### config.mk
export PLATFORM = sky130hd
export DESIGN_NAME = ppd_divu
export DESIGN_NICKNAME = d
export VERILOG_FILES = /design/src/sv/assert_macros.svh /design/src/sv/ppd_pkg.sv /design/src/sv/ppd_divu.sv
export SDC_FILE = /design/constraint.sdc
export NUM_CORES = 1
export LEC_CHECK = 0
export ABC_AREA = 1
export BUFFER_PORTS_ARGS = -buffer_cell sky130_fd_sc_hd__buf_2
export CAP_MARGIN = 20
export CORE_MARGIN = 2
export CORE_UTILIZATION = 57
export CTS_BUF_LIST = sky130_fd_sc_hd__clkbuf_2 sky130_fd_sc_hd__clkbuf_4 sky130_fd_sc_hd__clkbuf_8
export DETAILED_ROUTE_END_ITERATION = 8
export MAX_ROUTING_LAYER = met4
export PLACE_DENSITY = 0.92
export SYNTH_ARGS = -nofsm -noshare
export SYNTH_HDL_FRONTEND = slang
export SYNTH_SLANG_ARGS = --single-unit
export TNS_END_PERCENT = 20
### constraint.sdc
create_clock -name i_clk -period 2.35 [get_ports i_clk]
set_input_delay 0.235 -clock i_clk [delete_from_list [all_inputs] [get_ports i_clk]]
set_output_delay 0.235 -clock i_clk [all_outputs]
set_load 0.02 [all_outputs]
### src/sv/assert_macros.svh
// Assertion macros used by the top-level RTL file.
`ifndef ASSERT_MACROS_SVH
`define ASSERT_MACROS_SVH
// implication checked at every rising clock edge outside reset
`define CHK_IMPL(label, clk, rst_n, ante, cons, msg) \
    label: assert property (@(posedge clk) disable iff (!rst_n) (ante) |-> (cons)) \
        else $error(msg);
// next-cycle implication
`define CHK_NEXT(label, clk, rst_n, ante, cons, msg) \
    label: assert property (@(posedge clk) disable iff (!rst_n) (ante) |=> (cons)) \
        else $error(msg);
`endif

### src/sv/ppd_pkg.sv
// Shared types and constants for the polyline point-at-distance block.
package ppd_pkg;
    localparam int MaxPoints = 16;
    localparam int IdxW = $clog2(MaxPoints);
    localparam int CoordW = 16;
    localparam int LenW = 17;
    localparam int DistW = 24;
    localparam int CfgW = 5;
    localparam int SqW = 34;
    localparam int ProdW = CoordW + 1 + DistW + 1;

    typedef enum logic {
        OP_WRITE = 1'b0,
        OP_QUERY = 1'b1
    } t_op;

    typedef enum logic [4:0] {
        ST_IDLE,
        ST_WR_RD,
        ST_WR_SQ,
        ST_WR_SQRT,
        ST_WR_LEN,
        ST_Q_SUM_RD,
        ST_Q_SUM,
        ST_Q_MOD,
        ST_Q_WALK_RD,
        ST_Q_WALK,
        ST_Q_V1_RD,
        ST_Q_V1,
        ST_Q_V2,
        ST_Q_MULX,
        ST_Q_DIVX,
        ST_Q_MULY,
        ST_Q_DIVY,
        ST_OUT
    } t_state;

    typedef struct packed {
        logic                  start;
        logic [ProdW-1:0]      num;
        logic [DistW-1:0]      den;
    } t_div_req;
endpackage

### src/sv/ppd_divu.sv
// Iterative unsigned divider, one quotient bit per cycle.
module ppd_divu
    import ppd_pkg::*;
(
    input  logic              i_clk,
    input  logic              i_rst_n,
    input  t_div_req          i_req,
    output logic              o_done,
    output logic [ProdW-1:0]  o_quot,
    output logic [ProdW-1:0]  o_rem
);
    localparam int CntW = $clog2(ProdW + 1);
    logic [ProdW-1:0] r_q, n_q;
    logic [ProdW:0]   r_r, n_r;
    logic [DistW-1:0] r_d;
    logic [CntW-1:0]  r_cnt, n_cnt;
    logic             r_busy, n_busy;
    logic             r_done, n_done;
    logic [ProdW:0]   sh;

    always_comb begin
        n_q = r_q;
        n_r = r_r;
        n_cnt = r_cnt;
        n_busy = r_busy;
        n_done = 1'b0;
        sh = {r_r[ProdW-1:0], r_q[ProdW-1]};
        if (i_req.start) begin
            n_q = i_req.num;
            n_r = '0;
            n_cnt = CntW'(ProdW);
            n_busy = 1'b1;
        end else if (r_busy) begin
            if (sh >= {{(ProdW+1-DistW){1'b0}}, r_d}) begin
                n_r = sh - {{(ProdW+1-DistW){1'b0}}, r_d};
                n_q = {r_q[ProdW-2:0], 1'b1};
            end else begin
                n_r = sh;
                n_q = {r_q[ProdW-2:0], 1'b0};
            end
            n_cnt = r_cnt - 1'b1;
            if (r_cnt == CntW'(1)) begin
                n_busy = 1'b0;
                n_done = 1'b1;
            end
        end
    end

    always_ff @(posedge i_clk) begin
        if (!i_rst_n) begin
            r_busy <= 1'b0;
            r_done <= 1'b0;
            r_cnt <= '0;
        end else begin
            r_busy <= n_busy;
            r_done <= n_done;
            r_cnt <= n_cnt;
        end
        r_q <= n_q;
        r_r <= n_r;
        if (i_req.start) begin
            r_d <= i_req.den;
        end
    end

    assign o_done = r_done;
    assign o_quot = r_q;
    assign o_rem = r_r[ProdW-1:0];
endmodule

# Word level (Yosys, flattened, before mapping)
# Index checks and enable logic that the tools add are counted.
# totals
ff_bits,116
latchBits,0
ram_bits,0
romBits,0
input_bits,69
output_inout_bits,85
wordCells,26
n_memories,0
# classes
n_addsub,2
mul,0
div,0
n_lt_le_gt_ge,1
eq_ne,1
shift,0
mux,10
bitwise,2
n_reduce_logical,3
# op_table
operator,n
$mux W42,3
$ge A43 B24 Y1,1
$sub A42 B24 Y42,1
$mux W6,2
$eq A6 B1 Y1 const B,1
$sub A6 B1 Y6 const B,1
$mux W1,5
$reduce_or A3 Y1,1
$not A1 Y1,2
$reduce_bool A2 Y1,1
$reduce_or A2 Y1,1

# Depth between registers and ports, before layout
# Gate-level depths: netlist (run 1).
# logic_depth
ltp_word,4
depth_mapped,18
depth_no_buf,17

# Worst setup path after synthesis (run 1)
# OpenSTA, ideal clock, no wires.
# synth_path
kind,register to register
startpoint,register r_q[41] (netlist: o_quot[41])
endpoint,register r_r[22]
setup_time_ps,112
arrival_time_ps,2138
slack_ps,99
path_stages_with_launch,14
n_path_buf,0
synth_period_minus_slack_ps,2251
path_cell_list,edfxtp_1 > inv_1 > ha_1 > inv_1 > fa_1 > nand3_1 > nand3_1 > a21oi_1 > o21ai_1 > nand2_1 > a21o_1 > nand3_1 > nand2_1 > nand2_1
# synth_between
elab_chain_cells,2
elab_cells_between_ends,3
# synth_rtl
item,line,rtl
"start, declared",ppd_divu.sv:13,"logic [ProdW-1:0] r_q, n_q;"
"start signal, assigned",ppd_divu.sv:59,r_q <= n_q;
$sub A42 B24 Y42 / $ge A43 B24 Y1 (equally long branches),"ppd_divu.sv:35, ppd_divu.sv:34",
$mux W42 *,ppd_divu.sv:34,"if (sh >= {{(ProdW+1-DistW){1'b0}}, r_d}) begin"
"end signal, assigned",ppd_divu.sv:60,r_r <= n_r;
"end, declared",ppd_divu.sv:14,"logic [ProdW:0] r_r, n_r;"
# Every way passes the cells marked *; elsewhere a longest branch is shown, timed or not.
# A chain may end at the register's enable or synchronous reset.

# Final worst setup path (run 1)
# layout_path
startpoint,register r_d[13]
endpoint,register r_r[22]
# layout_between
elab_chain_cells,2
elab_cells_between_ends,3
# layout_rtl
item,line,rtl
"start, declared",ppd_divu.sv:15,logic [DistW-1:0] r_d;
"start signal, assigned",ppd_divu.sv:62,r_d <= i_req.den;
$sub A42 B24 Y42 / $ge A43 B24 Y1 (equally long branches),"ppd_divu.sv:35, ppd_divu.sv:34",
$mux W42 *,ppd_divu.sv:34,
# Marked as above.

==> results of run 1 <==
cells in the mapped netlist (all sizes together) (13+ instances only):
library cell	number	area share (%)
clkbuf	18	0.93
nor2	102	5.6
edfxtp	66	27
dfxtp	50	14
nand2	459	24
o211ai	13	1.8
o21ai	36	2.5
ha	26	4.5
inv	153	7.9
nand3	50	3.6
a21oi	33	2.3
state kept, by name (all words and copies together), names as in the netlist:
signal  flops
o_quot     42
r_r        42
r_d        24
r_cnt       6
o_done      1
r_busy      1
logic make-up (layout without fill, tap and decap cells):
logic type	count (synthesis)	in the layout
AOI/OAI and AO/OA	90	90
buffers and inverters	180	403
adders and majority gates	27	27
DFF	116	116
and+or+nand+nor	637	638
xor gates and xnor gates	17	17
how the worst max path moves through the flow:
stage	end	slack, ns
CTS	r_r[33]$_SDFFE_PP0P_	-0.01
global placement	r_r[25]$_SDFFE_PP0P_	0.002
finish	r_r[22]$_SDFFE_PP0P_	-0.07
global route	r_r[22]$_SDFFE_PP0P_	-0.24
floorplan	r_r[22]$_SDFFE_PP0P_	0.1
detailed placement	r_r[33]$_SDFFE_PP0P_	0.02
through the flow:
stage	std cells	cell area, µm²	worst slack, ns
2_1_floorplan	1067	7290	0.0994
3_3_place_gp	1396	8410	0.00162
3_5_place_dp	1396	8410	0.0204
4_1_cts	1452	9050	-0.0102
5_1_grt	1463	9500	-0.243
6_report	1463	9500	-0.0727
worst max-delay path, stage by stage, from the launching register on:
cell and delay [ns]:
edfxtp_1 0.43, inv_1 0.13, ha_4 0.23, nand2_1 0.12, inv_1 0.05, nand2_1 0.09
nand2_1 0.09, nand2_1 0.07, nand2_1 0.11, a21oi_4 0.21, nand3_2 0.20, buf_4 0.21
o21ai_1 0.16, inv_1 0.07, nand2_1 0.08, nand2_1 0.06
final cells by class:
type	instances	area [µm²]
Multi-Input combinational cell	772	3940
Fill cell	870	3060
Sequential cell	116	2980
Timing Repair Buffer	218	1390
Inverter	153	577
Clock buffer	20	263
Tap cell	172	215
Clock inverter	12	131
power by group through the flow:
stage	sequential [mW]	combinational (mW)	clock (mW)
2_1_floorplan	2.80	1.44	0
6_report	2.60	2.85	1.88
3_3_place_gp	2.59	2.39	0
5_1_grt	2.62	3.10	1.98
3_5_place_dp	2.60	2.43	0
4_1_cts	2.56	2.48	1.87
timing repair:
| action | in CTS | in global routing |
|---|---|---|
| endpoints found under the setup margin | 3 | 43 |
| resized for setup | 1 | 55 |
| endpoints found under the hold margin | 24 | 0 |
| hold buffers | 24 | 0 |
| pin swaps | 0 | 5 |
| gates cloned | 0 | 3 |
| setup buffers | 0 | 8 |
metal layers:
layer,GRT usage (%),vias up
li1,-,3761
met2,56.0,537
met1,41.1,3595
met5,-,-
met3,7.00,136
met4,15.8,0
==> metrics.yaml, run 1 <==
r2r-start: "r_d[13]$_DFFE_PP_"
clk_pin_slew_worst_paths_ns: 0.08
synth_nets: 1163
crit_start: "r_d[13]$_DFFE_PP_"
cap_violations: 0
utilization_pct: 75.6
r2r_end: "r_r[22]$_SDFFE_PP0P_"
path_max_fanout: 4
fmax_ghz: 0.413
synth_top_family_by_area: "simple AND/OR/NAND/NOR gates"
highest_layer: "met4"
endpoint_kind: "flip-flop"
synthXorXnorAreaFrac_pct: 2.04
synthToLayoutAreaGrowth_pct: 30.3
vias: 8029
setup-tns-final_ns: -0.221
grt_use_total_pct: 34.4
power.internal_mw: 4.42
async_reset_ff_share_pct: 0
wirelength_um: 24900
hp-start: "i_req[39]"
met3_length_um: 2450
worstPathRequired_ns: 2.69
worstRegToRegCells: 15
core_um2: 12600
period_share_pct: 103
grt_overflow: 0
grt_pass1_vias: 7227
path_class: "reg2reg"
final_cell_mix: "nand2_1 (444), buf_2 (153), inv_1 (147)"
drive_above_1_share_pct: 23.2
total_power_mw: 7.33
mostFrequentLayoutCell: "nand2_1"
synthCells: 1067
cts_tree: "done"
worst_slack_ns: -0.0727
cts-root-buf: "clkbuf_8"
clock_sink_count: 116
netlist_area_um2: 7290
slew_headroom_pct: 60.4
synth_fa_ha_area_share_pct: 4.74
drv_slew: 0
status: "finished with violations"
viasPerCell: 5.49
holdWs_ns: 0.0437
cts_buffer_depth: 2
dr.pass1.iters: 9
p_comb_share_pct: 38.8
hold_viol: 0
hold_path_class: "in2reg"
wl_met2_um: 11900
wl_met1_um: 9360
synth_compound_area_share_pct: 7.36
ios: 154
clkLatencyLatePin_ns: 0.46
yosys_register_bits: 116
violations: "setup timing"
grt_pass1_wl_um: 34700
worst_clock_skew_ns: 0.0124
r2r_slack_ns: -0.07
p_clk_share_pct: 25.7
setup_viol: 8
die_w_um: 117
p_leak_nw: 4.96
io_buffers: 153
synth_edf_count: 66
whs_path_depth: 3
first_iter_violations: 942
cts-buffers-inserted: 17
insertedDiodeCount: 0
synth_ff_type: "edfxtp_1"
startpoint_type: "flip-flop"
yosysWarningCount: 0
p_switching_mw: 2.91
synthSimpleGateAreaFrac_pct: 35.3
fin_crit_ns: 2.42
drtAntennaViolNets: 0
die_area_um2: 13700
ir_worst_vdd_v: 0.000646
synth.distinct_cells: 37
switching_share_pct: 39.7
wl_per_cell_um: 17.0
place_congestion: 1.04
post_synth.cell_area_avg_um2: 6.83
nets: 1374
power_density_nw_per_um2: 771
holdPathEnd: "o_quot[15]$_DFFE_PP_"
start_util_pct: 58.0
power_frac_seq_pct: 35.5
row_count: 41
ys_seq_area_share_pct: 40.9
die_h_um: 117
hpwl_um: 16400
grt_max_degree: 59
htree_levels: 4
drc_errors: 0
worst_pin_slew_ns: 0.594
cp.arrival_ns: 2.77
grt_antenna_before_repair: 0
synth_mux_area_share_pct: 0
Note: power is estimated with default switching activity, not from simulation.
==> run 2, diff against run 1 <==
- CELL_PAD_IN_SITES_DETAIL_PLACEMENT: default -> 0
- CELL_PAD_IN_SITES_GLOBAL_PLACEMENT: default -> 1
- CORE_UTILIZATION: 57 -> 40
- PLACE_DENSITY: 0.92 -> 0.91
==> run 2 against run 1 <==
Effect of this change:
- the flow now finishes without violations
- non-clock buffer count rose by 53
- cell area is 5.3% higher
- fmax rose by 8.8%
- die area up 41%
- sequential share of layout area shrank 1.6 points
- worst hold slack lost 0.0042 ns
- total power increased by 6.1%
- setup slack improved by 0.20 ns
- largest cell class unchanged
==> metrics.yaml, run 2 (synthesized netlist as in run 1, its figures left out) <==
cp.arrival_ns: 2.63  # was 2.77 ns
clkLatencyLatePin_ns: 0.45  # was 0.46 ns
worst_clock_skew_ns: 0.0184  # was 0.0124 ns
clock_sink_count: 116  # unchanged
crit_start: "r_d[7]$_DFFE_PP_"  # was r_d[13]$_DFFE_PP_
slew_headroom_pct: 66.3  # was 60.4%
die_area_um2: 19300  # was 13700 µm²
crit_buf_inv: 4  # unchanged
grt_pass1_wl_um: 37300  # was 34700 µm
cts_tree: "done"  # unchanged
wirelength_um: 23900  # was 24900 µm
status: "completed"  # was finished with violations
p_comb_share_pct: 38.5  # was 38.8%
die_w_um: 139  # was 117 µm
cts_buffer_depth: 2  # unchanged
htree_levels: 4  # unchanged
grt_overflow: 0  # unchanged
drive_above_1_share_pct: 25.6  # was 23.2%
p_clk_share_pct: 28.6  # was 25.7%
period_share_pct: 94.7  # was 103%
slowest_delay_ns: 0.37  # was 0.43 ns
worstPathRequired_ns: 2.75  # was 2.69 ns
crit_top_cell: "nand2_1"  # unchanged
insertedDiodeCount: 0  # unchanged
total_power_mw: 7.78  # was 7.33 mW
hold_path_class: "in2reg"  # unchanged
ir_worst_vdd_v: 0.000365  # was 0.000646 V
fmax_ghz: 0.449  # was 0.413 GHz
place_congestion: 1.02  # was 1.04
start_util_pct: 40.7  # was 58.0%
power.internal_mw: 4.87  # was 4.42 mW
cp_top_family: "simple AND/OR/NAND/NOR gates"  # unchanged
hpwl_um: 17900  # was 16400 µm
power_frac_seq_pct: 32.9  # was 35.5%
startpoint_type: "flip-flop"  # unchanged
dr.pass1.iters: 5  # was 9
p_switching_mw: 2.91  # about the same
multiInputGateArea_um2: 3890  # was 3940 µm²
hold_viol: 0  # unchanged
worst_pin_slew_ns: 0.506  # was 0.594 ns
wl_per_cell_um: 15.2  # was 17.0 µm
io_buffers: 153  # unchanged
viasPerCell: 4.86  # was 5.49
synthToLayoutAreaGrowth_pct: 37.3  # was 30.3%
drc_errors: 0  # unchanged
power_density_nw_per_um2: 777  # was 771 nW/µm²
mostFrequentLayoutCell: "nand2_1"  # unchanged
row_count: 49  # was 41
use_met3_pct: 5.04  # was 7.00%
ff_latch_area_um2: 2980  # about the same
hp-start: "i_req[52]"  # was i_req[39]
ios: 154  # unchanged
grt-busiest-layer: "met2"  # unchanged
fillers: 1721  # was 870
die_h_um: 139  # was 117 µm
crit_path_top_delay_cell: "edfxtp_1"  # unchanged
p_leak_nw: 5.27  # was 4.96 nW
r2r-start: "r_d[7]$_DFFE_PP_"  # was r_d[13]$_DFFE_PP_
core_um2: 17900  # was 12600 µm²
setup_viol: 0  # was 8
first_iter_violations: 559  # was 942
clk_pin_slew_worst_paths_ns: 0.09  # was 0.08 ns
final_cell_mix: "nand2_1 (449), buf_2 (153), inv_1 (147)"  # was nand2_1 (444), buf_2 (153), inv_1 (147)
grt_pass1_vias: 7370  # was 7227
crit_chain: "inv_1 -> ha_1 -> buf_4 -> nand2_1 -> inv_1 -> nand2_1 -> nand2_1 -> nand3b_1 -> nand2_1 -> inv_1 -> nor2_1 -> nand3_1 -> nand2_1 -> nand3_1 -> nand2_1"  # was inv_1 -> ha_4 -> nand2_1 -> inv_1 -> nand2_1 -> nand2_1 -> nand2_1 -> nand2_1 -> a21oi_4 -> nand3_2 -> buf_4 -> o21ai_1 -> inv_1 -> nand2_1 -> nand2_1
dpl_cell_area_um2: 8890  # was 8410 µm²
path_max_fanout: 4  # unchanged
cts-buffers-inserted: 17  # unchanged
switching_share_pct: 37.4  # was 39.7%
path_class: "reg2reg"  # unchanged
met2_usage_pct: 40.1  # was 56.0%
endpoint_kind: "flip-flop"  # unchanged
use_met1_pct: 32.8  # was 41.1%
nets: 1427  # was 1374
cap_violations: 0  # unchanged
grt_max_degree: 45  # was 59
vias: 7639  # was 8029
fin_crit_ns: 2.23  # was 2.42 ns
drtAntennaViolNets: 0  # unchanged
drv_slew: 0  # unchanged
grt_antenna_before_repair: 0  # unchanged
cts-root-buf: "clkbuf_8"  # unchanged
grt_use_total_pct: 25.1  # was 34.4%
design_area_um2: 10000  # was 9500 µm²
-- run 2: changes by cell type in the layout (fill, tap and decap cells not counted), sizes merged --
| cell | previous run | this run |
|---|---|---|
| inv | 155 | 157 |
| buf | 192 | 245 |
| clkinvlp | 4 | 2 |
| clkbuf | 22 | 19 |
| bufinv | 2 | 5 |
-- run 2: cell type report --
| cell class | instances | area share [%] |
|---|---|---|
| Clock buffer | 17 | 2.34 |
| Clock inverter | 15 | 2.25 |
| Inverter | 153 | 5.74 |
| Multi-Input combinational cell | 772 | 38.9 |
| Sequential cell | 116 | 29.8 |
| Tap cell | 229 | 2.86 |
| Timing Repair Buffer | 271 | 18.2 |
-- run 2: worst paths after layout --
check | end | slack (ns) | cells past startpoint
max | r_r[33]$_SDFFE_PP0P_ | 0.12 | 15
min | o_quot[28]$_DFFE_PP_ | 0.04 | 3
max reg2reg | r_r[33]$_SDFFE_PP0P_ | 0.12 | 15
min reg2reg | r_busy$_SDFF_PN0_ | 0.48 | 2
-- run 2: worst min-delay path: stages --
cell and delay, ns:
buf_2 0.07, nand2_1 0.04, nand2_1 0.05
-- run 2: power groups by stage --
| stage | registers [mW] | logic [mW] | clock network [mW] |
|---|---|---|---|
| after global placement | 2.58 | 2.71 | 0 |
| after floorplan | 2.80 | 1.44 | 0 |
| after global routing | 2.59 | 3.31 | 2.36 |
| after CTS | 2.54 | 2.77 | 2.26 |
| final | 2.56 | 2.99 | 2.22 |
| after detailed placement | 2.58 | 2.72 | 0 |
-- run 2: routing by layer --
metal	wire, µm	up-vias
met5	0	-
met4	444	0
met3	1560	31
met2	11200	259
met1	10700	3469
li1	-	3880
-- run 2: repair_timing --
action / in CTS / in global routing
pin swaps: 0 / 7
hold buffers: 24 / 0
buffers inserted: 0 / 8
gates resized for setup: 2 / 47
endpoints found under the setup margin: 1 / 43
hold endpoints to repair: 24 / 0
cloned: 0 / 4
-- run 2: metrics by stage --
stage	setup WS [ns]	cells	TNS, ns	hold WS (ns)	utilization [%]
floorplan	0.0994	1067	0	0.334	-
detailed placement	-0.00128	1505	-0.00128	0.414	49.7
CTS	0.0277	1561	0	0.0231	53.6
finish	0.124	1573	0	0.0395	55.9
global placement	0.0910	1505	0	0.411	49.7
global route	-0.0199	1573	-0.0283	0.0306	55.9
