`src/sv/assert_macros.svh`:
```
// Assertion macros used by the top-level RTL file.
`ifndef ASSERT_MACROS_SVH
`define ASSERT_MACROS_SVH
// implication checked at every rising clock edge outside reset
`define CHK_IMPL(label, clk, rst_n, ante, cons, msg) \
    label: assert property (@(posedge clk) disable iff (!rst_n) (ante) |-> (cons)) \
        else $error(msg);
// next-cycle implication
`define CHK_NEXT(label, clk, rst_n, ante, cons, msg) \
    label: assert property (@(posedge clk) disable iff (!rst_n) (ante) |=> (cons)) \
        else $error(msg);
`endif

```
`src/sv/ppd_ram.sv`:
```
// Generic single-port-write, single-port-read RAM with registered read.
module ppd_ram #(
    parameter int Width = 16,
    parameter int Depth = 16
) (
    input  logic                     i_clk,
    input  logic                     i_we,
    input  logic [$clog2(Depth)-1:0] i_waddr,
    input  logic [Width-1:0]         i_wdata,
    input  logic [$clog2(Depth)-1:0] i_raddr,
    output logic [Width-1:0]         o_rdata
);
    logic [Width-1:0] r_mem [Depth];
    logic [Width-1:0] r_rdata;

    always_ff @(posedge i_clk) begin
        if (i_we) begin
            r_mem[i_waddr] <= i_wdata;
        end
        r_rdata <= r_mem[i_raddr];
    end

    assign o_rdata = r_rdata;
endmodule

```
`config.mk`:
```
export PLATFORM = sky130hd
export DESIGN_NAME = ppd_ram
export DESIGN_NICKNAME = d
export VERILOG_FILES = /design/src/sv/assert_macros.svh /design/src/sv/ppd_ram.sv
export SDC_FILE = /design/constraint.sdc
export NUM_CORES = 1
export LEC_CHECK = 0
export BUFFER_PORTS_ARGS = -buffer_cell sky130_fd_sc_hd__buf_2
export CORE_UTILIZATION = 55
export DETAILED_ROUTE_END_ITERATION = 8
export PLACE_DENSITY = 0.77
export SYNTH_ARGS = -nofsm -noshare
export SYNTH_HDL_FRONTEND = slang
export SYNTH_SLANG_ARGS = --single-unit
```
`constraint.sdc`:
```
create_clock -name i_clk -period 3.6 [get_ports i_clk]
set_input_delay 1.08 -clock i_clk [delete_from_list [all_inputs] [get_ports i_clk]]
set_output_delay 1.08 -clock i_clk [all_outputs]
set_load 0.02 [all_outputs]
```
# Word level (Yosys, flattened, before mapping)
# Memories as Yosys holds them, arrays and structs flattened. A register that Yosys moved wholly into a read port is not among the register bits.
# Index checks and enable logic that the tools add are counted.
# classes
div_mod_pow	0
n_addsub	0
mul	0
n_bitwise	0
eq_ne	0
shift	0
order_cmp	0
n_mux	2
n_reduce_logical	0
# ops
cell	n
1-bit 2-to-1 mux	2
# totals
romBits	0
latch_bits	0
output_inout_bits	16
n_memories	1
ramBits	256
reg_bits	0
# mem_list
name	depth	width	read_ports	rd_clocked_by_memory_dff	wr	line_no	source
r_mem	16	16	1	1	1	ppd_ram.sv:13	logic [Width-1:0] r_mem [Depth];

# Depth between registers and ports, before layout
# Gate-level depths: netlist of the first run.
# depth
ltp_word	2
depth_mapped	5
depth_no_buf	3

# Least setup slack after synthesis of the first run
# No wires, ideal clock.
# synth_timing
kind	input to register
from	in i_waddr[2]
to	mem r_mem[0][0], enable pin
cell_stages	2
arrival_time_ns	2.726
path_slack_ns	0.465
path_buffers	0
path_cell_list	or3b_2 nor3_1
# synth_lines
item	line_no	source
from (decl)	ppd_ram.sv:8	input logic [$clog2(Depth)-1:0] i_waddr,
to (decl)	ppd_ram.sv:13	
# Straight into the memory's write port.

==> results.md, run 1 <==
- STA classifies the critical path endpoint as a flop.
- The die covers 0.0188 mm2.
- After clock tree synthesis, the setup repair step added 0 buffers.
- The part of the total power dissipated in sequential elements is 0.549.
- The final critical-path required period is 2.23 ns.
- The synthesized flop and latch total is 272.
- The synthesized area per cell is 23.2 um2.
- The floorplan step set the die width to 137 um.
- The number of pins exceeding their max-slew limit in the final report is 0.
- The summed negative setup slack over all endpoints is 0 ns.
- The share of the clock period used by the worst path is 0.620.
- The clock tree buffer depth is 3.
- For this configuration, the core starts out at a cell density of 0.561.
- The area of the core is ~0.018 mm2.
- The most numerous cell in the Yosys netlist is edfxtp_1.
- The worst register-to-register path ends at o_rdata[10].
- The final net count is 534.
- By count the netlist is led by 256 x edfxtp_1, 54 x mux4_2, 32 x a22oi_1.
- The count of antenna diodes in the layout is 0.
- The number of antenna violations at the first check in global routing is 0.
- The worst-margin pin slew is 1.00 ns.
- Across all hold checks on the routed design, the worst slack comes to 0.662 ns.
- The gate count after technology mapping is about 430.
- The total power per unit cell area is ~560 mW/mm2.
- The multi-input combinational cells in the finished layout cover a total of 0.00196 mm2.
- The via count of the first global-routing pass is 4851.
- The class of the most critical setup path is input pin to flop.
- The total clock buffers created by CTS is 26.
- The clock sink total is 272.
- The number of DRC violations after detailed-routing iteration 0 is 399.
- The power share of the combinational group is 0.051.
- The number of I/O pins is 42.
- The number of buffers added on ports is 41.
- The floorplan die height is roughly 140 um.
- The number of buffers added to fix hold violations after cts is 0.
- The mapped netlist covers 0.0100 mm2.
- The area share of the leading cell type in the synthesized netlist is 0.765.
- The routed design has around 20 mm of wire.
- In this run the power spent charging and discharging nets is approximately 1.3 mW.
- Entering global routing, the biggest net connects 65 pins.
- The detailed-router iteration count before antenna repair is 5.
- The worst flop-to-flop path startpoint is r_mem[1][10].
- The first-pass GRT wire length is 29.7 mm.
- Across all register-to-register paths, the minimum setup slack is 2.28 ns.
- The final hold violation count is 0.
- The number of nets in the synthesized netlist is between 400 and 500.
- Clock skew on the completed layout was measured at around 0.0081 ns.
- After synthesis, the cell types taking the most area are edfxtp_1 77%, mux4_2 12%, dfxtp_1 3.2%.
- The path with the worst hold slack has its endpoint at o_rdata[15].
- Of the cells placed in the final design, the portion with a size suffix greater than 1 is 0.333.
- Once detailed placement completed, the half-perimeter wirelength came to 11.0 mm.
- The netlist uses 19 different library cells.
- The routed via count is about 4700.
- The number of instances resized during post-cts repair is 0.
- After filler insertion, the fill cell instance count of the layout stands at 1168.
- For this run, the number of Yosys warnings is 0.
- For this run the aggregate overflow at the end of global routing stands at 0.
- The arrival time at the worst endpoint is between 2 and 3 ns.
- The CTS tree is yes.
- In this run the worst path has a maximum fanout of 24.
- The startpoint identified for the worst hold timing path is r_mem[15][15].
- The buffer cell driving the clock tree root is clkbuf_16.
- The maximum achievable frequency is 0.448 GHz.
- The post-route antenna net violation count is 0.
- The floorplan has 49 rows.
- Excluding fillers, the count of instances in the completed layout stands at 757.
- Clock-pin slew was measured on the worst setup and hold paths at 0.06 ns.
- Setup repair after global routing left no endpoint under its margin.
- The routed length per placed instance is 26.4 um.
- VDD sags by at most about 330 uV.
- The required arrival time at the worst endpoint is 4.00 ns.
- The area growth from synthesis to layout is 14.8%.
- The total of max-cap violations is 0.
- In this run, synthesis inferred around 260 flip-flops with an integrated enable.
- The final number of setup-violating endpoints is 0.
- The internal power of the cells totals 5.17 mW.
- The last weighted congestion value of the routability-driven placer is 0.762.
- In the global route stage, overall resource usage came out at 0.225.
- Summed over all instances, the cell type with the most area after synthesis is edfxtp_1.
- The share of flip-flops with an asynchronous set or reset is 0.
- Of the total power, the clock network draws 0.400.
- The share of the Yosys chip area taken by registers is 0.797.
- The post-detailed-route DRC marker count is 0.
- The switching part of the total power is 0.203.
- The flip-flop cell with the highest count after synthesis is edfxtp_1.
- Registers take roughly 0.008 mm2.
- In this run the static leakage power is 3.79 nW.
- The kind of path behind the tightest hold check is flop to flop.
- The type of origin of the critical path is an input pin.
- The clock latency of the later-clocked register in the worst-skew pair is 0.52 ns.
- The flow ran to the end, and the final reports show no timing, DRC or antenna violations.
- The depth of the most critical reg-to-reg path is 3.
- Counting instances, the worst hold path has a depth of 3.
- In this run the tightest slew margin relative to its limit is 0.332.
- CTS built an H-tree with a depth of 1.
- The mean number of vias per cell is 6.20.
- Once placement completed, the tool counted placed cells totaling ~710.
==> routing by layer <==
metal / GRT usage / part of all wire / up-vias
met5: 0 / 0 / -
met4: 0.0800 / 0.027 / 0
met3: 0.0326 / 0.067 / 46
met2: 0.379 / 0.51 / 210
met1: 0.303 / 0.39 / 2449
li1: - / - / 1992
==> power by group through the flow <==
stage / Combinational, mW / Clock (mW) / Sequential, mW
6_report: 0.332 / 2.59 / 3.56
5_1_grt: 0.357 / 2.74 / 3.57
4_1_cts: 0.337 / 2.63 / 3.56
3_5_place_dp: 0.334 / 0 / 3.63
3_3_place_gp: 0.324 / 0 / 3.62
2_1_floorplan: 0.173 / 0 / 3.65
==> flip-flops by register name (all words and copies together), names as in the netlist <==
name,flops
r_mem,256
o_rdata,16
==> metrics by stage <==
stage	total power, mW	util	setup slack [ns]	area, um2
6_report	6.48	0.644	1.37	11500
5_1_grt	6.67	0.644	1.27	11500
4_1_cts	6.53	0.644	1.37	11500
3_5_place_dp	3.96	0.598	0.833	10700
3_3_place_gp	3.95	0.598	0.895	10700
2_1_floorplan	3.82	-	0.465	10000
==> cells by family (layout without fill, tap and decap cells) <==
kind of cell,count (synthesis),after routing,synth area share
buffers and inverters,21,117,0.0123
AO/OA/AOI/OAI,32,32,0.0239
AND/OR/NAND/NOR,43,43,0.0192
flip-flops,272,272,0.797
multiplexers,64,64,0.147
==> layout by cell type (no fill, tap or decap) <==
| cell type | n |
|---|---|
| clkbuf_8 | 2 |
| nand3_1 | 1 |
| buf_12 | 3 |
| nor2b_1 | 2 |
| buf_4 | 26 |
| nand3b_1 | 2 |
| or3b_2 | 1 |
| nand2_1 | 17 |
| nor2_1 | 1 |
| edfxtp_1 | 256 |
| mux4_2 | 54 |
| and2_1 | 1 |
| clkinv_4 | 2 |
| nand2b_1 | 2 |
| clkinv_2 | 2 |
| dfxtp_1 | 16 |
| clkbuf_16 | 27 |
| mux4_1 | 10 |
| nor2_2 | 12 |
| clkinvlp_4 | 2 |
| buf_2 | 40 |
| bufinv_16 | 1 |
| clkbuf_1 | 9 |
| a22oi_1 | 32 |
| nor3_2 | 4 |
| clkinv_1 | 3 |
==> area by class of cell <==
type | instances | area share
Sequential cell | 272 | 0.694
Multi-Input combinational cell | 139 | 0.170
Clock buffer | 38 | 0.0639
Timing Repair Buffer | 69 | 0.0395
Tap cell | 229 | 0.0248
Clock inverter | 10 | 0.00727
==> how the worst max path moves through the flow <==
stage / end / start / slack [ns]
2_1_floorplan: r_mem[0][0] / i_waddr[2] / 0.46
3_3_place_gp: o_rdata[1] / i_raddr[0] / 0.89
3_5_place_dp: o_rdata[1] / i_raddr[0] / 0.83
4_1_cts: o_rdata[1] / i_raddr[0] / 1.37
5_1_grt: o_rdata[1] / i_raddr[0] / 1.27
6_report: o_rdata[1] / i_raddr[0] / 1.37
==> worst max-delay path, cell delays in order <==
cell and delay [ns]:
buf_4 0.35, buf_12 0.28, mux4_1 0.59, a22oi_1 0.23
nand2_1 0.08
No activity file was read; power rests on OpenSTA's default activity.
==> inputs of run 2 (changes only) <==
--- a/config.mk
+++ b/config.mk
@@ -5,6 +5,7 @@
 export SDC_FILE = /design/constraint.sdc
 export NUM_CORES = 1
 export LEC_CHECK = 0
+export ABC_AREA = 1
 export BUFFER_PORTS_ARGS = -buffer_cell sky130_fd_sc_hd__buf_2
 export CORE_UTILIZATION = 55
 export DETAILED_ROUTE_END_ITERATION = 8
==> constraint.sdc (replaced) <==
create_clock -name i_clk -period 2.1 [get_ports i_clk]
set_input_delay 0.63 -clock i_clk [delete_from_list [all_inputs] [get_ports i_clk]]
set_output_delay 0.63 -clock i_clk [all_outputs]
set_load 0.02 [all_outputs]
==> run 2 against run 1 <==
Compared with the run above: die area up 13%; sequential power up 72%; routed wire length up 29%; combinational power up 130%; synthesized area up 13%; setup slack worse by 1.0 ns; non-clock buffer count up 14; register-to-register slack worse by 1.2 ns; clock power up 81%; clock-buffer cell count up 4; sequential share of layout area down 7.7 points; largest power group unchanged.
==> results.md, run 2 <==
- The origin of the worst min-delay path is i_raddr[3] (was r_mem[15][15]).
- The library cell occupying the most area in the post-synthesis netlist is edfxtp_1 (unchanged).
- The flip-flop cell with the highest count after synthesis is edfxtp_1 (unchanged).
- The number of buffers added on ports is 41 (unchanged).
- The post-detailed-route DRC marker count was 0 (unchanged).
- The hold-critical path endpoint is o_rdata[10] (was o_rdata[15]).
- The cell class contributing the biggest share of worst-path delay is flip-flops (was buffers and inverters).
- The floorplan die area was 0.0213 mm2 (was 0.0188 mm2).
- The arrival time at the worst endpoint came to 1.12 ns (was 2.63 ns).
- The area of the core is 0.0202 mm2 (was 0.0179 mm2).
- The type of origin of the critical path is a flop (was input pin).
- The final worst slack is 0.353 ns (was 1.37 ns).
- The post-CTS repair timing setup buffer count is 0 (unchanged).
- The master of the slowest instance on the critical path is dfxtp_1 (was mux4_1).
- The final number of setup-violating endpoints was 0 (unchanged).
- The endpoint type of the worst setup path is an output port (was flop).
- The gate count after technology mapping is 1074 (was 432).
- The via count of the first global-routing pass is 7441 (was 4851).
- The last weighted congestion value of the routability-driven placer is 0.832 (was 0.762).
- The mean number of vias per cell was 5.31 (was 6.20).
- The number of antenna violations at the first check in global routing is 0 (unchanged).
- The routed via count is 7570 (was 4697).
- The total power after layout came to 11.5 mW (was 6.48 mW).
- The endpoint of the worst-slack reg-to-reg timing path was o_rdata[8] (was o_rdata[10]).
- The required arrival time at the worst endpoint is 1.47 ns (was 4.00 ns).
- The total detailed-routing wirelength is 25.8 mm (was 20.0 mm).
- The kind of path behind the tightest hold check is input pin to flop (was flop to flop).
- The buffering stage count on the worst path with inverters included is 1 (was 2).
- The power share of the combinational group is 0.066 (was 0.051).
- The register-to-register path setup slack came to 1.08 ns (was 2.28 ns).
- The final cell utilization of the core is 0.641 (was 0.644).
- The detailed-router iteration count before antenna repair is 6 (was 5).
- The final critical-path required period is 1.75 ns.
- The post-layout instance count excluding filler cells is 1425 (was 757).
- The worst-margin pin slew was 0.517 ns (was 1.00 ns).
- The placed wire-length estimate after detailed placement is 14.9 mm (was 11.0 mm).
- The placement row count came to 52 (was 49).
- The internal power component came to 9.08 mW (was 5.17 mW).
- Leading cell types in the layout, fill and taps excluded: 341 x nand2_1, 256 x edfxtp_1, 196 x inv_1, 193 x nand3_1, 40 x buf_2 (was 256 x edfxtp_1, 54 x mux4_2, 40 x buf_2, 32 x a22oi_1, 27 x clkbuf_16).
- The post-route antenna net violation count is 0 (unchanged).
- The minimum setup slack after placement is 0.299 ns (was 0.833 ns).
- The synthesized flop and latch total came to 272 (unchanged).
- The sum of overflow across all layers after global routing is 0 (unchanged).
- The CTS tree is yes (unchanged).
- The number of distinct library cell variants in the gate-level netlist after synthesis came to 13 (was 19).
- The aggregate global-route resource usage is 0.248 (was 0.225).
- The area added between synthesis and finish is 14.0% (was 14.8%).
- The floorplan die height came to 146 um (was 137 um).
- The summed negative setup slack over all endpoints is 0 ns (unchanged).
- The total clock buffers created by CTS is 27 (was 26).
- Result of the run: finished, final reports clean (unchanged).
- The post-synthesis instance area was 0.0114 mm2 (was 0.0100 mm2).
- The sequential share of the synthesized area is 0.704 (was 0.797).
- The most common cell after layout, fill and taps aside is nand2_1 (was edfxtp_1).
- Setup repair after global routing missed its margin: no (unchanged).
- The total of max-cap violations is 0 (unchanged).
- The count of flip-flops with a built-in enable after synthesis is 256 (unchanged).
- The flip-flop count of the largest register after layout is 256 (unchanged).
- The area share of the leading cell type in the synthesized netlist is 0.675 (was 0.765).
- The H-tree depth reported by CTS was 1 (unchanged).
- The first-pass GRT wire length came to 39.9 mm (was 29.7 mm).
- The leakage dissipation is 5.60 nW (was 3.79 nW).
- The maximum clock skew at final layout is 0.00718 ns (was 0.00810 ns).
- The buffer cell driving the clock tree root is clkbuf_16 (unchanged).
- The number of instances resized during post-cts repair is 0 (unchanged).
- The cell count of the worst hold path was 3 (unchanged).
- The net count after synthesis is 1100 (was 458).
- The cell area after layout is 0.0130 mm2 (was 0.0115 mm2).
- The count of antenna diodes in the layout was 0 (unchanged).
- The yosys synthesis warning count is 0 (unchanged).
- The largest net degree at the start of global routing is 103 (was 65).
- The largest vdd supply drop is 661 uV (was 331 uV).
- The worst slack on hold paths is 0.484 ns (was 0.662 ns).
- The register with the most flip-flops is r_mem (unchanged).
- The tightest slew margin relative to the limit is 0.656 (was 0.332).
- The share of total power in the clock network is 0.405 (was 0.400).
- The total power per unit cell area came to 890 mW/mm2 (was 562 mW/mm2).
- The instance count after placement with tap cells included came to 1376 (was 709).
- The clock sink total was 272 (unchanged).
- The part of the total power dissipated in sequential elements is 0.529 (was 0.549).
- The switching part of the total power came to 0.214 (was 0.203).
- The post-CTS clock slew at the launch and capture registers of the worst setup and hold paths is 0.06 ns (about the same).
- The most numerous cell in the Yosys netlist is nand2_1 (was edfxtp_1).
- Top post-synthesis cells by area: edfxtp_1 68%, nand2_1 11%, nand3_1 8.5% (was edfxtp_1 77%, mux4_2 12%, dfxtp_1 3.2%).
- Sequence of cells on the critical path: buf_2 (was buf_4, buf_12, mux4_1, a22oi_1, nand2_1).
- The worst flop-to-flop path startpoint is r_mem[1][8] (was r_mem[1][10]).
- Most numerous cell types in the synthesized netlist: 341 x nand2_1, 256 x edfxtp_1, 196 x inv_1 (was 256 x edfxtp_1, 54 x mux4_2, 32 x a22oi_1).
- The starting density of the core is 0.562 (was 0.561).
- The number of buffers added to fix hold violations after cts came to 0 (unchanged).
- The routed length per placed instance came to 18.1 um (was 26.4 um).
- The switching power is 2.47 mW (was 1.32 mW).
- The depth of the most critical reg-to-reg path was 6 (was 3).
- The number of pins exceeding their max-slew limit in the final report was 0 (unchanged).
- Static timing analysis puts the maximum clock frequency at between 0.5 and 0.6 GHz.
- The class of the most critical setup path is flop to output port (was input pin to flop).
- The share of the clock period used by the worst path is 0.832.
- The cell area reported after detailed placement was 0.0121 mm2 (was 0.0107 mm2).
- The peak fanout along the critical path is 1 (was 24).
- The final net count is 1161 (was 534).
- The synthesized area per cell is 10.6 um2 (was 23.2 um2).
- The final hold violation count was 0 (unchanged).
- The delay of the slowest cell on the worst path is 0.40 ns (was 0.59 ns).
- The fraction of final layout cells sized beyond drive strength 1 is 0.119 (was 0.333).
- The clock tree buffer depth is 3 (unchanged).
- The share of flip-flops with an asynchronous set or reset was 0 (unchanged).
- The number of I/O pins is 42 (unchanged).
- The number of DRC violations after detailed-routing iteration 0 is 755 (was 399).
- The width of the die was 146 um (was 137 um).
- The clock latency of the later-clocked register in the worst-skew pair is 0.53 ns (was 0.52 ns).
## run 2: changes by cell type in the layout (fill, tap and decap cells not counted), sizes merged, moves of 14 or more
cell   change
a22oi     -32
buf       +14
inv      +197
mux4      -64
nand2    +324
nand3    +192
## run 2: metal layers
metal | up-vias | GRT usage | part of all wire
met2 | 309 | 0.421 | 0.50
li1 | 3577 | - | -
met4 | 0 | 0.108 | 0.032
met5 | - | 0 | 0
met1 | 3623 | 0.320 | 0.40
met3 | 61 | 0.0361 | 0.069
## run 2: area by class of cell
cell class	count	area (um2)
clock buffer	42	782
clock inverter	7	82.6
fill	1548	7250
inverter	198	744
multi-input combinational	553	2360
sequential	272	8010
tap	270	338
timing repair buffer	83	661
## run 2: how the worst max path moves through the flow
stage / from / endpoint / slack [ns] / cells past startpoint
4_1_cts: o_rdata[6] / o_rdata[6] / 0.34 / 1
3_5_place_dp: i_waddr[3] / r_mem[6][0] / 0.30 / 4
6_report: o_rdata[6] / o_rdata[6] / 0.35 / 1
5_1_grt: o_rdata[6] / o_rdata[6] / 0.33 / 1
3_3_place_gp: i_waddr[3] / r_mem[6][0] / 0.31 / 4
2_1_floorplan: i_waddr[2] / r_mem[10][0] / 0.17 / 2
## run 2: power groups by stage
| stage | sequential, mW | clock (mW) | combinational [mW] |
|---|---|---|---|
| global placement | 6.22 | 0 | 0.732 |
| detailed placement | 6.22 | 0 | 0.753 |
| floorplan | 6.26 | 0 | 0.410 |
| global route | 6.12 | 4.94 | 0.836 |
| CTS | 6.11 | 4.73 | 0.760 |
| finish | 6.11 | 4.68 | 0.762 |
## run 2: cell families (layout without fill, tap and decap cells)
logic type / count (synthesis) / after routing / share of synthesized area
DFF: 272 / 272 / 0.704
and+or+nand+nor: 553 / 553 / 0.204
buffers and inverters: 249 / 330 / 0.0921
==> inputs of run 3 (changes only) <==
--- a/config.mk
+++ b/config.mk
@@ -9,7 +9,7 @@
 export BUFFER_PORTS_ARGS = -buffer_cell sky130_fd_sc_hd__buf_2
 export CORE_UTILIZATION = 55
 export DETAILED_ROUTE_END_ITERATION = 8
-export PLACE_DENSITY = 0.77
+export PLACE_DENSITY = 0.8
 export SYNTH_ARGS = -nofsm -noshare
 export SYNTH_HDL_FRONTEND = slang
 export SYNTH_SLANG_ARGS = --single-unit
==> constraint.sdc (replaced) <==
create_clock -name i_clk -period 1.6 [get_ports i_clk]
set_input_delay 0.48 -clock i_clk [delete_from_list [all_inputs] [get_ports i_clk]]
set_output_delay 0.48 -clock i_clk [all_outputs]
set_load 0.02 [all_outputs]
==> run 3 against run 2 <==
Compared with the run above: register-to-register slack worse by 0.49 ns; final cell count is 0.42% higher; utilization is 0.77 points higher; hold slack got worse by 0.16 ns.
==> results.md, run 3 (synthesis gave the netlist of run 2 again) <==
- The required arrival time at the worst endpoint is 1.12 ns (was 1.47 ns).
- The cell class contributing the biggest share of worst-path delay is flip-flops (unchanged).
- The area of the core is 0.0202 mm2 (unchanged).
- The clock tree buffer depth is 3 (unchanged).
- The summed negative setup slack over all endpoints is 0 ns (unchanged).
- The placement row count is 52 (unchanged).
- The final number of setup-violating endpoints came to 0 (unchanged).
- The buffer cell driving the clock tree root was clkbuf_16 (unchanged).
- The width of the die is 146 um (unchanged).
- The worst path needs 1.55 ns of the cycle, external delays included.
- Result of the run: finished, final reports clean (unchanged).
- The maximum clock skew at final layout is 0.00899 ns (was 0.00718 ns).
- The leakage dissipation came to 5.65 nW (was 5.60 nW).
- The last weighted congestion value of the routability-driven placer is 0.814 (was 0.832).
- The number of pins exceeding their max-slew limit in the final report is 0 (unchanged).
- The worst-margin pin slew is 0.318 ns (was 0.517 ns).
- The final cell utilization of the core is 0.649 (was 0.641).
- The fraction of final layout cells sized beyond drive strength 1 was 0.124 (was 0.119).
- The floorplan die area is 0.0213 mm2 (unchanged).
- The CTS tree is yes (unchanged).
- The number of buffers added on ports was 41 (unchanged).
- The master of the slowest instance on the critical path is dfxtp_2 (was dfxtp_1).
- The clock sink total is 272 (unchanged).
- Static timing analysis puts the maximum clock frequency at 0.644 GHz.
- Sequence of cells on the critical path: buf_2 (unchanged).
- The number of antenna violations at the first check in global routing was 0 (unchanged).
- The H-tree depth reported by CTS was 1 (unchanged).
- The flip-flop count of the largest register after layout came to 256 (unchanged).
- The post-route antenna net violation count is 0 (unchanged).
- The number of DRC violations after detailed-routing iteration 0 came to 894 (was 755).
- The area added between synthesis and finish is 15.4% (was 14.0%).
- The post-detailed-route DRC marker count is 0 (unchanged).
- The peak fanout along the critical path is 1 (unchanged).
- The buffering stage count on the worst path with inverters included is 1 (unchanged).
- The starting density of the core was 0.562 (unchanged).
- The floorplan die height was 146 um (unchanged).
- The most common cell after layout, fill and taps aside is nand2_1 (unchanged).
- The total power per unit cell area is 1150 mW/mm2 (was 890 mW/mm2).
- The minimum setup slack after placement is -0.0399 ns (was 0.299 ns).
- The total of max-cap violations is 0 (unchanged).
- The register with the most flip-flops is r_mem (unchanged).
- The routed length per placed instance is 17.9 um (was 18.1 um).
- The routed via count is 7729 (was 7570).
- The first-pass GRT wire length is 39.8 mm (was 39.9 mm).
- The endpoint type of the worst setup path is an output port (unchanged).
- The clock latency of the later-clocked register in the worst-skew pair is 0.53 ns (about the same).
- The final hold violation count is 0 (unchanged).
- The total clock buffers created by CTS came to 25 (was 27).
- The type of origin of the critical path is a flop (unchanged).
- The post-CTS clock slew at the launch and capture registers of the worst setup and hold paths is 0.07 ns (was 0.06 ns).
- The detailed-router iteration count before antenna repair was 6 (unchanged).
- Leading cell types in the layout, fill and taps excluded: 341 x nand2_1, 256 x edfxtp_1, 196 x inv_1, 193 x nand3_1, 40 x buf_2 (unchanged).
- The total detailed-routing wirelength is 25.7 mm (was 25.8 mm).
- The aggregate global-route resource usage came to 0.246 (was 0.248).
- The tightest slew margin relative to the limit is 0.788 (was 0.656).
- The sum of overflow across all layers after global routing is 0 (unchanged).
- The delay of the slowest cell on the worst path is 0.37 ns (was 0.40 ns).
- The class of the most critical setup path is flop to output port (unchanged).
- The post-CTS repair timing setup buffer count was 0 (unchanged).
- The worst slack on hold paths is 0.327 ns (was 0.484 ns).
- The kind of path behind the tightest hold check was input pin to flop (unchanged).
- The final worst slack was 0.0463 ns (was 0.353 ns).
- The mean number of vias per cell is 5.40 (was 5.31).
- The arrival time at the worst endpoint is 1.07 ns (was 1.12 ns).
- The largest vdd supply drop came to 839 uV (was 661 uV).
- The share of the clock period used by the worst path is 0.971.
- The placed wire-length estimate after detailed placement was 15.4 mm (was 14.9 mm).
- The largest net degree at the start of global routing is 49 (was 103).
- Setup repair after global routing missed its margin: no (unchanged).
- The final net count is 1166 (was 1161).
- The number of I/O pins is 42 (unchanged).
- The via count of the first global-routing pass came to 7539 (was 7441).
[run 3: cell count changes in the layout (fill, tap and decap cells not counted), moves of 2 or more]
cell | previous run | this run
buf_12 | 11 | 21
clkbuf_16 | 27 | 25
clkbuf_8 | 5 | 1
bufinv_16 | 2 | 4
inv_6 | 0 | 2
diode_2 | 0 | 2
buf_4 | 32 | 29
[run 3: per-layer routing]
metal	track usage	wire, um	vias to the layer above
met2	0.420	12800	378
met3	0.0345	2220	76
li1	-	-	3605
met4	0.100	960	0
met5	0	0	-
met1	0.319	9720	3670
[run 3: through the flow]
step / power (mW) / cells / area [um2]
6_report: 15.2 / 1431 / 13100
5_1_grt: 15.6 / 1429 / 13100
4_1_cts: 15.2 / 1429 / 13100
3_5_place_dp: 9.19 / 1383 / 12300
3_3_place_gp: 9.15 / 1383 / 12300
2_1_floorplan: 8.75 / 1074 / 11400
[run 3: path summary, 6_finish.rpt]
check / from / to / slack (ns) / cells after the start
max: o_rdata[5] / o_rdata[5] / 0.05 / 1
min: i_wdata[0] / r_mem[6][0] / 0.33 / 1
max reg2reg: r_mem[5][9] / o_rdata[9] / 0.59 / 6
min reg2reg: r_mem[2][7] / o_rdata[7] / 0.66 / 6
[run 3: worst reg2reg max path, cell delays in order, from the launching register on]
cell	delay, ns
edfxtp_1	0.37
inv_1	0.07
nand2_1	0.06
nand3_1	0.08
nand3_1	0.08
nand3_1	0.12
nand2_1	0.10
[run 3: cell type report]
class / instances / area (um2)
Sequential cell: 272 / 8010
Fill cell: 1388 / 7100
Multi-Input combinational cell: 553 / 2360
Timing Repair Buffer: 90 / 838
Inverter: 198 / 744
Clock buffer: 35 / 673
Tap cell: 270 / 338
Clock inverter: 11 / 164
Antenna cell: 2 / 5.00
[run 3: what timing repair did]
item | in CTS | in global routing
endpoints found under the setup margin | 1 | 0
hold buffers | 0 | 0
endpoints found under the hold margin | 0 | 0
gates resized for setup | 1 | 0
[run 3: where the power goes]
part | internal [mW] | total (mW) | leakage [nW] | switching, mW
combinational | 0.324 | 1.04 | 2.80 | 0.712
clock | 3.60 | 6.11 | 0.407 | 2.52
sequential | 7.96 | 8.01 | 2.45 | 0.0498
